### config.mk
export PLATFORM = sky130hd
export DESIGN_NAME = ordered_list_append_search_delete
export DESIGN_NICKNAME = d
export VERILOG_FILES = /design/src/design/olasd_pkg.sv /design/src/design/olasd_cell.sv /design/src/design/ordered_list_append_search_delete.sv
export VERILOG_INCLUDE_DIRS = /design/src /design/src/design
export SDC_FILE = /design/constraint.sdc
export NUM_CORES = 1
export LEC_CHECK = 0
export BUFFER_PORTS_ARGS = -buffer_cell sky130_fd_sc_hd__buf_2
export CAP_MARGIN = 20
export CORE_MARGIN = 1
export CORE_UTILIZATION = 50
export CTS_CLUSTER_SIZE = 8
export DETAILED_ROUTE_END_ITERATION = 8
export PLACE_DENSITY = 0.71
export SLEW_MARGIN = 10
export SYNTH_ARGS = -nofsm -noshare
export SYNTH_HDL_FRONTEND = slang
export SYNTH_SLANG_ARGS = --single-unit
### constraint.sdc
create_clock -name clk -period 7.48 [get_ports clk]
set_clock_uncertainty 0.2 [all_clocks]
set_input_delay 0 -clock clk [delete_from_list [all_inputs] [get_ports clk]]
set_output_delay 0 -clock clk [all_outputs]
set_load 0.05 [all_outputs]
### src/design/assert_macros.svh
// Assertion macros used by the ordered list top module.
`ifndef ASSERT_MACROS_SVH
`define ASSERT_MACROS_SVH

// Same-cycle implication, checked out of reset.
`define ASSERT_IMPLY(label, clk, rst_n, ante, cons) \
    label: assert property (@(posedge clk) disable iff (!rst_n) (ante) |-> (cons)) \
        else $error("assertion failed: same-cycle implication");

// Next-cycle implication, checked out of reset.
`define ASSERT_NEXT(label, clk, rst_n, ante, cons) \
    label: assert property (@(posedge clk) disable iff (!rst_n) (ante) |=> (cons)) \
        else $error("assertion failed: next-cycle implication");

`endif

### src/design/olasd_pkg.sv
// Shared types and constants for the ordered list block.
package olasd_pkg;

    localparam int DEPTH   = 16;
    localparam int WORD_W  = 64;
    localparam int POS_W   = 8;
    localparam int INDEX_W = 6;
    localparam int IDX_W   = (DEPTH > 1) ? $clog2(DEPTH) : 1;
    localparam int CNT_W   = $clog2(DEPTH + 1);

    typedef enum logic [1:0] {
        ACT_APPEND  = 2'd0,
        ACT_SEARCH  = 2'd1,
        ACT_DELETE  = 2'd2,
        ACT_DISPLAY = 2'd3
    } action_t;

    localparam logic [1:0] ST_OK        = 2'd0;
    localparam logic [1:0] ST_NOT_FOUND = 2'd1;
    localparam logic [1:0] ST_RANGE     = 2'd2;
    localparam logic [1:0] ST_FULL      = 2'd3;

    // per-cell control: load the new word, or take the neighbor's word
    typedef struct packed {
        logic wr;
        logic take;
    } cell_ctl_t;

endpackage

### src/design/olasd_cell.sv
// One storage cell of the list chain: holds a word, loads or takes its neighbor's.
module olasd_cell (
    input  logic                          clk,
    input  olasd_pkg::cell_ctl_t          ctl,
    input  logic [olasd_pkg::WORD_W-1:0]  wr_data,
    input  logic [olasd_pkg::WORD_W-1:0]  nbr_data,
    output logic [olasd_pkg::WORD_W-1:0]  data
);

    logic [olasd_pkg::WORD_W-1:0] data_reg;
    logic [olasd_pkg::WORD_W-1:0] data_next;

    always_comb
    begin
        data_next = data_reg;
        if (ctl.wr)
        begin
            data_next = wr_data;
        end
        else if (ctl.take)
        begin
            data_next = nbr_data;
        end
    end

    // payload only, no reset
    always_ff @(posedge clk)
    begin
        data_reg <= data_next;
    end

    assign data = data_reg;

endmodule

### src/design/ordered_list_append_search_delete.sv
// Ordered list of up to DEPTH 64-bit words kept in a chain of cells, cell 0 at the head.
// Append writes the tail cell and delete shifts the cells at and above the position down by
// one, both in the cycle the word is taken. Their one result word then loads into the output
// register from the response state once that register is free. Search and display rotate the
// whole ring one cell per cycle past the head, a display holding while the output register
// cannot take an entry. A search then loads its result word from the response state. A display
// gives one word per stored entry with last set on the final one, and gives nothing for an
// empty list. Every action also waits while the output side leaves a result word unread and
// the next one is due. A new input word is taken whenever the sequencer is idle, even while a
// result word still sits in the output register. Matching compares raw bit patterns.
`include "assert_macros.svh"

module ordered_list_append_search_delete (
    input  logic                            clk,
    input  logic                            rst_n,
    input  logic                            in_valid,
    output logic                            in_ready,
    input  logic [1:0]                      action,
    input  logic [olasd_pkg::WORD_W-1:0]    value,
    input  logic [olasd_pkg::POS_W-1:0]     position,
    output logic                            out_valid,
    input  logic                            out_ready,
    output logic [1:0]                      status,
    output logic [olasd_pkg::INDEX_W-1:0]   index,
    output logic [olasd_pkg::WORD_W-1:0]    entry_value,
    output logic                            last
);

    typedef enum logic [2:0] {
        S_IDLE = 3'b001,
        S_SCAN = 3'b010,
        S_RESP = 3'b100
    } state_t;

    state_t state_reg, state_next;

    logic [olasd_pkg::CNT_W-1:0]   count_reg, count_next;
    logic [olasd_pkg::IDX_W-1:0]   step_reg, step_next;
    logic                          display_reg, display_next;
    logic                          found_reg, found_next;
    logic [olasd_pkg::IDX_W-1:0]   found_idx_reg, found_idx_next;
    logic [olasd_pkg::WORD_W-1:0]  key_reg, key_next;
    logic [1:0]                    pend_status_reg, pend_status_next;
    logic [olasd_pkg::INDEX_W-1:0] pend_index_reg, pend_index_next;

    logic                          out_valid_reg, out_valid_next;
    logic [1:0]                    status_reg, status_next;
    logic [olasd_pkg::INDEX_W-1:0] index_reg, index_next;
    logic [olasd_pkg::WORD_W-1:0]  entry_value_reg, entry_value_next;
    logic                          last_reg, last_next;

    olasd_pkg::cell_ctl_t         ctl [olasd_pkg::DEPTH];
    logic [olasd_pkg::WORD_W-1:0] cell_data [olasd_pkg::DEPTH];

    logic in_acc;
    logic slot_free;
    logic in_range;
    logic last_step;
    logic advance;
    logic emit;
    logic match_now;
    logic full;
    logic del_ok;
    olasd_pkg::action_t act;

    // ---------------------------------------------------------------- cell chain
    // Each cell takes the word of the cell above it; the top cell wraps to the head so a
    // full DEPTH-step rotation restores the original order.
    for (genvar i = 0; i < olasd_pkg::DEPTH; i++)
    begin : g_cell
        localparam int NX = (i + 1) % olasd_pkg::DEPTH;
        olasd_cell u_cell (
            .clk      (clk),
            .ctl      (ctl[i]),
            .wr_data  (value),
            .nbr_data (cell_data[NX]),
            .data     (cell_data[i])
        );
    end

    // ---------------------------------------------------------------- status terms
    assign in_ready  = (state_reg == S_IDLE);
    assign in_acc    = in_valid && in_ready;
    assign act       = olasd_pkg::action_t'(action);
    assign slot_free = !out_valid_reg || out_ready;
    assign full      = (count_reg == olasd_pkg::CNT_W'(olasd_pkg::DEPTH));
    assign del_ok    = (olasd_pkg::POS_W'(count_reg) > position);
    assign in_range  = (olasd_pkg::CNT_W'(step_reg) < count_reg);
    assign last_step = (step_reg == olasd_pkg::IDX_W'(olasd_pkg::DEPTH - 1));
    // a displayed entry may only move on once the output register can take it
    assign emit      = (state_reg == S_SCAN) && display_reg && in_range && slot_free;
    assign advance   = (state_reg == S_SCAN) && (!(display_reg && in_range) || slot_free);
    assign match_now = in_range && (cell_data[0] == key_reg);

    // ---------------------------------------------------------------- cell control
    always_comb
    begin
        for (int i = 0; i < olasd_pkg::DEPTH; i++)
        begin
            ctl[i].wr   = in_acc && (act == olasd_pkg::ACT_APPEND) && !full
                          && (count_reg[olasd_pkg::IDX_W-1:0] == olasd_pkg::IDX_W'(i));
            // delete closes the gap; the top cell keeps a stale word beyond count
            ctl[i].take = advance
                          || (in_acc && (act == olasd_pkg::ACT_DELETE) && del_ok
                              && (olasd_pkg::POS_W'(i) >= position)
                              && (i < olasd_pkg::DEPTH - 1));
        end
    end

    // ---------------------------------------------------------------- sequencer
    always_comb
    begin
        state_next       = state_reg;
        count_next       = count_reg;
        step_next        = step_reg;
        display_next     = display_reg;
        found_next       = found_reg;
        found_idx_next   = found_idx_reg;
        key_next         = key_reg;
        pend_status_next = pend_status_reg;
        pend_index_next  = pend_index_reg;

        case (state_reg)
            S_IDLE:
            begin
                if (in_acc)
                begin
                    pend_index_next = '0;
                    step_next       = '0;
                    found_next      = 1'b0;
                    found_idx_next  = '0;
                    key_next        = value;
                    case (act)
                        olasd_pkg::ACT_APPEND:
                        begin
                            if (full)
                            begin
                                pend_status_next = olasd_pkg::ST_FULL;
                            end
                            else
                            begin
                                pend_status_next = olasd_pkg::ST_OK;
                                count_next       = count_reg + 1'b1;
                            end
                            state_next = S_RESP;
                        end
                        olasd_pkg::ACT_SEARCH:
                        begin
                            display_next = 1'b0;
                            state_next   = S_SCAN;
                        end
                        olasd_pkg::ACT_DELETE:
                        begin
                            if (del_ok)
                            begin
                                pend_status_next = olasd_pkg::ST_OK;
                                count_next       = count_reg - 1'b1;
                            end
                            else
                            begin
                                pend_status_next = olasd_pkg::ST_RANGE;
                            end
                            state_next = S_RESP;
                        end
                        default:
                        begin
                            // display of an empty list gives no result
                            display_next = 1'b1;
                            state_next   = (count_reg == '0) ? S_IDLE : S_SCAN;
                        end
                    endcase
                end
            end
            S_SCAN:
            begin
                if (advance)
                begin
                    step_next = step_reg + 1'b1;
                    if (!display_reg && !found_reg && match_now)
                    begin
                        found_next     = 1'b1;
                        found_idx_next = step_reg;
                    end
                    if (last_step)
                    begin
                        step_next = '0;
                        if (display_reg)
                        begin
                            state_next = S_IDLE;
                        end
                        else
                        begin
                            if (found_reg)
                            begin
                                pend_status_next = olasd_pkg::ST_OK;
                                pend_index_next  = olasd_pkg::INDEX_W'(found_idx_reg);
                            end
                            else if (match_now)
                            begin
                                pend_status_next = olasd_pkg::ST_OK;
                                pend_index_next  = olasd_pkg::INDEX_W'(step_reg);
                            end
                            else
                            begin
                                pend_status_next = olasd_pkg::ST_NOT_FOUND;
                                pend_index_next  = '0;
                            end
                            state_next = S_RESP;
                        end
                    end
                end
            end
            S_RESP:
            begin
                if (slot_free)
                begin
                    state_next = S_IDLE;
                end
            end
            default:
            begin
                state_next = S_IDLE;
            end
        endcase
    end

    // ---------------------------------------------------------------- output register
    always_comb
    begin
        out_valid_next   = out_valid_reg;
        status_next      = status_reg;
        index_next       = index_reg;
        entry_value_next = entry_value_reg;
        last_next        = last_reg;

        if (emit)
        begin
            out_valid_next   = 1'b1;
            status_next      = olasd_pkg::ST_OK;
            index_next       = olasd_pkg::INDEX_W'(step_reg);
            entry_value_next = cell_data[0];
            last_next        = (olasd_pkg::CNT_W'(step_reg) + 1'b1 == count_reg);
        end
        else if ((state_reg == S_RESP) && slot_free)
        begin
            out_valid_next   = 1'b1;
            status_next      = pend_status_reg;
            index_next       = pend_index_reg;
            entry_value_next = '0;
            last_next        = 1'b1;
        end
        else if (out_ready)
        begin
            out_valid_next = 1'b0;
        end
    end

    always_ff @(posedge clk or negedge rst_n)
    begin
        if (!rst_n)
        begin
            state_reg     <= S_IDLE;
            count_reg     <= '0;
            step_reg      <= '0;
            display_reg   <= 1'b0;
            found_reg     <= 1'b0;
            out_valid_reg <= 1'b0;
        end
        else
        begin
            state_reg     <= state_next;
            count_reg     <= count_next;
            step_reg      <= step_next;
            display_reg   <= display_next;
            found_reg     <= found_next;
            out_valid_reg <= out_valid_next;
        end
    end

    // payload, no reset
    always_ff @(posedge clk)
    begin
        found_idx_reg   <= found_idx_next;
        key_reg         <= key_next;
        pend_status_reg <= pend_status_next;
        pend_index_reg  <= pend_index_next;
        status_reg      <= status_next;
        index_reg       <= index_next;
        entry_value_reg <= entry_value_next;
        last_reg        <= last_next;
    end

    assign out_valid   = out_valid_reg;
    assign status      = status_reg;
    assign index       = index_reg;
    assign entry_value = entry_value_reg;
    assign last        = last_reg;

    // ---------------------------------------------------------------- assertions
    `ASSERT_IMPLY(a_count_bound, clk, rst_n, 1'b1,
                  count_reg <= olasd_pkg::CNT_W'(olasd_pkg::DEPTH))
    `ASSERT_IMPLY(a_mid_is_display, clk, rst_n, out_valid_reg && !last_reg,
                  status_reg == olasd_pkg::ST_OK)
    `ASSERT_NEXT(a_scan_keeps_count, clk, rst_n, state_reg == S_SCAN,
                 count_reg == $past(count_reg))

endmodule
==> results.json <==
{
  "p_switching_mw": 5.22,
  "insertion_delay_ns": 0.76,
  "ys_warn_count": 0,
  "status": "completed",
  "synthAdderAreaFrac_pct": 0.358,
  "synthFlopType": "edfxtp_1",
  "finalCriticalPeriod_ns": 4.91,
  "maxSlewHeadroom_pct": 17.4,
  "cts_buffers": 166,
  "drc_errors": 0,
  "track_usage_pct": 22.7,
  "ctsHtreeMaxLevel": 4,
  "synthTopCellsByArea": "edfxtp_1 69%, mux2_2 14%, mux2_1 6.8%, mux2_4 2.8%, xnor2_1 1.2%",
  "grt_max_degree": 72,
  "die_h_um": 322,
  "finalInstanceArea_um2": 58900,
  "routed_wl_mm": 115,
  "syn_to_final_growth_pct": 15.2,
  "slew_viol_final": 0,
  "numPortBuffers": 150,
  "dpl_worst_slack_ns": 2.88,
  "tns_ns": 0,
  "synthSimpleGateAreaFrac_pct": 2.25,
  "synth_compound_area_share_pct": 0.742,
  "final_nets": 3159,
  "gr-usage-met1_pct": 31.7,
  "grt_pass1_wl_mm": 174,
  "p_int_mw": 14.0,
  "vdd_drop_max_mv": 0.244,
  "power_leakage_nw": 20.3,
  "synth_xor_area_share_pct": 1.23,
  "use_met3_pct": 4.34,
  "power_frac_clock_pct": 35.0,
  "grt_pass1_vias": 26975,
  "io_pins": 153,
  "cp-startpoint": "count_reg[2]$_DFFE_PN0P_",
  "synth_top_family_by_area": "multiplexers",
  "gp_congestion": 0.861,
  "cp-start-kind": "register",
  "max_cap_viol_count": 0,
  "grtUsageMet2_pct": 36.0,
  "antenna_found_initial": 4,
  "timing_hold_violations_final": 0,
  "yosysTopAreaCell": "edfxtp_1",
  "ys_seq_area_share_pct": 69.4,
  "core_area_um2": 101000,
  "hold_ws_ns": 0.0390,
  "worst-setup-path-type": "reg2reg",
  "worst_setup_path_end_kind": "register",
  "wl_per_cell_um": 25.8,
  "timing.rr.start": "count_reg[2]$_DFFE_PN0P_",
  "dr.first_iter.drc_count": 2097,
  "cts_tree": "built",
  "path_max_fanout": 58,
  "p_comb_share_pct": 16.2,
  "worstPathArrival_ns": 5.07,
  "async_reset_ff_share_pct": 1.27,
  "synth-edff-count": 1167,
  "via_count": 25952,
  "cts_root_buf": "clkbuf_16",
  "synthMuxAreaShare_pct": 23.5,
  "critPathRequiredTime_ns": 7.64,
  "grt.busiest_layer": "met2",
  "syn_area_um2": 51100,
  "synth-seq-cells": 1184,
  "dr.pass1.iters": 5,
  "post-dp-hpwl_mm": 64.2,
  "power.density_nw_per_um2": 327,
  "die_area_um2": 103000,
  "placedInstanceArea_um2": 52800,
  "layout_common_cells": "1167 x edfxtp_1, 624 x mux2_2, 310 x mux2_1",
  "p_sw_share_pct": 27.1,
  "finalCritPeriodShare_pct": 65.6,
  "worstMarginPinSlew_ns": 1.23,
  "synth_cells": 2769,
  "min_from": "value[24]",
  "syn_area_per_cell_um2": 18.5,
  "rows": 116,
  "cts_resized": 0,
  "seqPwrFrac_pct": 48.9,
  "drive_above_1_share_pct": 36.4,
  "fin_ws_ns": 2.57,
  "clk_path_buf_depth": 3,
  "start_util_pct": 50.7,
  "drtAntennaViolNets": 0,
  "overflow": 0,
  "yosys.area.top_type_share_pct": 68.6,
  "via_per_inst": 5.82,
  "finalSetupViolations": 0,
  "mostFrequentLayoutCell": "edfxtp_1",
  "rsz0062_at_grt": "false",
  "die_x_um": 322,
  "fmax_mhz": 204,
  "largest_reg_flops": 1024,
  "fillers": 7354,
  "ys_types": 56,
  "hold_path.class": "in2reg",
  "clock_sinks": 1184,
  "clk_pin_slew_worst_paths_ns": 0.06
}
[routing by layer]
layer | wire [um] | part of all wire (%)
met4 | 2700 | 2.3
met2 | 54900 | 48
met5 | 0 | 0
met1 | 50200 | 44
met3 | 7260 | 6.3
[what timing repair did]
item                      in CTS  in global routing
hold endpoints to repair    1222                  0
hold buffers                 130                  0
setup buffers                  0                  0
[metrics by stage]
stage,instances,power [mW],utilization [%]
floorplan,2770,11.5,-
global placement,4120,12.4,52.4
detailed placement,4120,12.5,52.4
CTS,4450,19.4,58.3
global route,4457,19.9,58.4
finish,4458,19.2,58.4
[path summary, 6_finish.rpt]
check	end	slack [ns]	cells past startpoint
worst min register to register	status[1]$_SDFFE_PP0P_	0.31	2
max in group asynchronous	count_reg[1]$_DFFE_PN0P_	6.32	3
min in group asynchronous	count_reg[4]$_DFFE_PN0P_	0.24	3
worst max-delay path	g_cell[5].u_cell.data[9]$_DFFE_PP_	2.57	9
worst min-delay path	key_reg[24]$_DFFE_PP_	0.04	2
worst max register to register	g_cell[5].u_cell.data[9]$_DFFE_PP_	2.57	9
[critical path, cell delays in order (launching register included)]
cell and delay [ns]:
dfrtp_1 0.81, ha_1 0.38, nand3_1 0.12, nor2_1 0.06, nor4_1 0.33, o211ai_1 0.58
a211o_1 0.44, dlygate4sd3_1 0.59, nand3_4 0.14, buf_4 0.79
[synthesized netlist by cell type, drive strengths merged, types with 2 or more instances]
| cell type | instances |
|---|---|
| inv | 19 |
| dfrtp | 14 |
| buf | 109 |
| o21ai | 16 |
| mux2i | 5 |
| mux2 | 1029 |
| a211oi | 2 |
| nor3 | 8 |
| nor2 | 24 |
| and2 | 68 |
| nor4 | 5 |
| a21boi | 3 |
| or4 | 3 |
| ha | 13 |
| or3 | 3 |
| o21a | 3 |
| a21oi | 4 |
| nand4 | 21 |
| o211ai | 11 |
| nand3b | 3 |
| clkbuf | 86 |
| nand3 | 26 |
| xnor2 | 69 |
| xor2 | 3 |
| edfxtp | 1167 |
| o2111ai | 2 |
| nand2 | 15 |
| nor2b | 4 |
| a21o | 6 |
| and3 | 6 |
| nand2b | 6 |
| a31o | 2 |
| dfxtp | 2 |
[cell families (layout without fill, tap and decap cells)]
group	Yosys count	in the layout
and+or+nand+nor	195	195
other	1	4
xor gates and xnor gates	72	72
AOI/OAI and AO/OA	55	55
muxes	1034	1034
DFF	1184	1184
adders and majority gates	14	14
buffers and inverters	214	543
[power groups by stage]
stage | logic (mW) | registers [mW] | clock network [mW]
after CTS | 3.11 | 9.42 | 6.86
after detailed placement | 3.02 | 9.53 | 0
after global placement | 2.93 | 9.49 | 0
final | 3.11 | 9.40 | 6.73
after floorplan | 1.72 | 9.78 | 0
after global routing | 3.31 | 9.50 | 7.13
[layout make-up]
class	instances	area, um2	area share, %
antenna	2	5.00	0.00850
tap	1357	1700	2.89
multi-input combinational	1372	14500	24.7
timing repair buffer	324	2470	4.21
sequential	1184	35500	60.3
clock buffer	184	4240	7.21
clock inverter	16	352	0.597
inverter	19	72.6	0.123
No activity file was read; power rests on OpenSTA's default activity.
